[config.mk]
export PLATFORM = sky130hd
export DESIGN_NAME = scr_ram
export DESIGN_NICKNAME = d
export VERILOG_FILES = /design/src/hw/rtl/scr_ram.sv
export SDC_FILE = /design/constraint.sdc
export NUM_CORES = 1
export LEC_CHECK = 0
export BUFFER_PORTS_ARGS = -buffer_cell sky130_fd_sc_hd__buf_2
export CELL_PAD_IN_SITES_DETAIL_PLACEMENT = 1
export CELL_PAD_IN_SITES_GLOBAL_PLACEMENT = 1
export CORE_UTILIZATION = 49
export DETAILED_ROUTE_END_ITERATION = 6
export GPL_ROUTABILITY_DRIVEN = 0
export PLACE_DENSITY_LB_ADDON = 0.1
export SLEW_MARGIN = 20
export SYNTH_ARGS = -nofsm -noshare
export SYNTH_HDL_FRONTEND = slang
export SYNTH_SLANG_ARGS = --single-unit
[constraint.sdc]
create_clock -name clk -period 2.42 [get_ports clk]
set_clock_uncertainty 0.05 [all_clocks]
set_input_delay 0.242 -clock clk [delete_from_list [all_inputs] [get_ports clk]]
set_output_delay 0.242 -clock clk [all_outputs]
set_load 0.005 [all_outputs]
[src/hw/rtl/scr_ram.sv]
// ----------------------------------------------------------------------------
// scr_ram
// generic simple dual-port ram, one write port, one registered read port
// ----------------------------------------------------------------------------
`default_nettype none

module scr_ram #(
    parameter int WIDTH = 16,
    parameter int DEPTH = 16
) (
    input  wire logic                     clk,
    input  wire logic                     we,
    input  wire logic [$clog2(DEPTH)-1:0] waddr,
    input  wire logic [WIDTH-1:0]         wdata,
    input  wire logic                     re,
    input  wire logic [$clog2(DEPTH)-1:0] raddr,
    output logic      [WIDTH-1:0]         rdata
);

    logic [WIDTH-1:0] mem [DEPTH];

    always_ff @(posedge clk)
    begin
        if (re)
        begin
            rdata <= mem[raddr];
        end
        if (we)
        begin
            mem[waddr] <= wdata;
        end
    end

endmodule

`default_nettype wire

Word level (Yosys, flattened, before mapping)
Memories as Yosys holds them, arrays and structs flattened. A register that Yosys moved wholly into a read port is not among the register bits.
Index checks and enable logic that the tools add are counted.
{"block": "classes", "muxes": 2}
{"op": "2-to-1 mux 1 bit", "n": 2}
{"block": "totals", "regBits": 0, "ramBits": 256, "in_bits": 27, "wordCells": 3, "n_memories": 1}
{"memory": "mem", "depth": 16, "word_bits": 16, "read_ports": 1, "rd_clocked_by_memory_dff": 1, "wr": 1, "line_no": "20", "source": "logic [WIDTH-1:0] mem [DEPTH];"}

Depth between registers and ports, before layout
{"block": "depth", "ltp_word": 2, "ltp_mapped": 5}

Worst setup path after synthesis
No wires, ideal clock.
{"block": "synth_path", "path_type": "input to register", "startpoint": "input port waddr[2]", "endpoint": "memory mem[0][0], enable pin", "arrival_ns": 1.888, "required_ns": 1.961, "setup_slack_ns": 0.073, "cell_stages": 2, "n_path_buf": 0, "path_cell_list": "or3b_2 > nor3_1"}
{"element": "start, declared", "line_no": "13", "source": "input wire logic [$clog2(DEPTH)-1:0] waddr,"}
{"element": "end, declared", "line_no": "20"}
No word-level cell before the write port.

==> metrics.txt <==
post-route setup TNS 0 ns; path category of the worst min-delay check input pin to flip-flop; core area 0.02030 mm²; synthesized netlist cell count 432; CTS tree built; maximum level of the CTS H-tree 1; P_leak 3.882 nW; most common library cell in the layout ignoring fill and taps sky130_fd_sc_hd__edfxtp_1; crit path capture type flip-flop; wire length of the first global-routing pass 32960 µm; number of cells on the worst hold path 1; routed length on met3 933 µm; floorplan die area 0.02141 mm²; mean instance size in the synthesized netlist 23.62 µm²; I/O pin count 43; number of endpoints with negative hold slack in the final report 0; fin. max-slew vios 0; Antenna Cells 0; mapped cell area 0.01020 mm²; Period minus WS final 1.547 ns; CTS buffer count 29; clock network latency to the later pin of the worst-skew pair 0.53 ns; final count of negative-setup-slack endpoints 0; Detailed Place HPWL 12260 µm; number of warnings printed during yosys synthesis 0; Mapped Nets 459; cell area power density 851.5 mW/mm²; end-of-flow core utilization 0.5844; final hold slack 0.03935 ns; Setup Crit Path Kind flip-flop to flip-flop; number of port buffers 42; clk buf depth 3; number of DRC markers in iteration 0 431; critical path fanouts, max 1; pin count of the biggest net entering global routing 63; count of hold buffers inserted by post-cts repair 0; met1 wire length 9997 µm; ANT nets after route 0; buffer count from post-CTS setup fixing 0; Die Span X 146.3 µm; RSZ-0062 raised after global routing false; Critical Path Max Stage Delay 0.46 ns; number of gates resized after cts 0; Synth Register Bits 272; clock transition at the registers of the reported paths 0.06 ns; Final period util 0.6391; total clock sinks 272; Post-Route WL 22220 µm; highest routed layer met4; P&R area growth vs syn 16.26%; floorplan row count 52; Avg WL per Cell 27.71 µm; DR DRC count 0; most used cells in the layout excluding fill and tap cells sky130_fd_sc_hd__edfxtp_1 (272), sky130_fd_sc_hd__mux4_2 (54), sky130_fd_sc_hd__buf_2 (41); initial antenna violation count 0; DR vias/cell 5.906; cells on worst reg2reg path 3; detailed-router iteration count before antenna repair 5; maximum capacitance violations 0; critical path, cell by cell mux4_2 > a22oi_1 > nand2_1; destination of the worst register-to-register timing path rdata[6]; worst-case vdd ir drop 0.8767 mV; effective utilization at floorplan 0.5027; Min-Delay Endpoint mem[7][10]; vias after detailed routing 4737; clk root buf sky130_fd_sc_hd__clkbuf_16; sequential fraction of the synthesis area 0.8005; detailed route wirelength on metal2 10830 µm; outcome finished, final reports clean; number of global-route vias before repair 5224; upper clock frequency limit 646.6 MHz; worst rel slew slack 0.2306; WP data required 2.64 ns; CP arrival 1.77 ns; flop-to-flop setup slack 0.87 ns; grt ovf 0; height of the die 146.3 µm; layout cells sized above 1 0.3440; slowest cell on the critical path sky130_fd_sc_hd__mux4_2; number of distinct library cells after synthesis 18; all-layer global routing usage 0.2160; startpoint of the worst register-to-register path mem[2][6]; nature of the critical path startpoint flip-flop; Worst Max-Slew Pin Slew 1.149 ns; NumNets Final 540; startpoint of the lowest-slack hold path wdata[10]
sequential cells by signal, indices dropped and copies added, names as in the netlist:
signal and flops:
mem 256, rdata 16
synth_stat cells (all sizes together):
library cell / n / share of area
nand3: 1 / 0.00049
nor2: 13 / 0.0048
clkbuf: 8 / 0.0029
and2: 1 / 0.00061
nand2: 17 / 0.0063
nand3b: 2 / 0.0015
nor2b: 2 / 0.0012
nor3: 4 / 0.0020
mux4: 64 / 0.14
nand2b: 2 / 0.0012
a22oi: 32 / 0.024
edfxtp: 272 / 0.80
buf: 13 / 0.0092
or3b: 1 / 0.00086
where the power goes:
group | switching, W | internal, W
combinational | 0.000274 | 0.000196
clock | 0.00169 | 0.00260
sequential | 0.0000288 | 0.00531
layer usage:
layer,GRT usage,vias up
met3,0.02750,33
met4,0.05260,0
met2,0.3483,134
met5,0,-
li1,-,2017
met1,0.3181,2553
through the flow:
| stage | cell area (µm²) | worst slack, ns | total power, W | cells |
|---|---|---|---|---|
| CTS | 11860 | 0.8466 | 0.01019 | 802 |
| global placement | 10940 | 0.4739 | 0.005891 | 752 |
| detailed placement | 10940 | 0.4666 | 0.005914 | 752 |
| floorplan | 10200 | 0.07292 | 0.005687 | 432 |
| global route | 11860 | 0.7875 | 0.01038 | 802 |
| finish | 11860 | 0.8734 | 0.01010 | 802 |
logic make-up after synthesis:
| logic type | Yosys count | synth area share |
|---|---|---|
| flops | 272 | 0.8005 |
| mux | 64 | 0.1449 |
| simple gates | 43 | 0.01888 |
| compound gates | 32 | 0.02354 |
| buf+inv | 21 | 0.01214 |
final cells by class:
class                      count  area (µm²)
clock inverter                17       183.9
fill                        1708        8437
clock buffer                  33       740.7
multi-input combinational    139        1964
timing repair buffer          71       467.9
sequential                   272        8168
tap                          270       337.8
how the worst max path moves through the flow:
stage | to | start | cells past startpoint
4_1_cts | rdata[6] | mem[2][6] | 3
2_1_floorplan | mem[0][0] | waddr[2] | 2
5_1_grt | rdata[6] | mem[0][6] | 3
6_report | rdata[6] | mem[2][6] | 3
3_3_place_gp | rdata[4] | raddr[0] | 5
3_5_place_dp | rdata[11] | raddr[0] | 5
critical path: cells and delay by family, from the launching register on:
family	cells	cell delay [ns]
AOI/OAI and AO/OA	1	0.32
DFF	1	0.36
muxes	1	0.46
and+or+nand+nor	1	0.10
No activity file was read; power rests on OpenSTA's default activity.
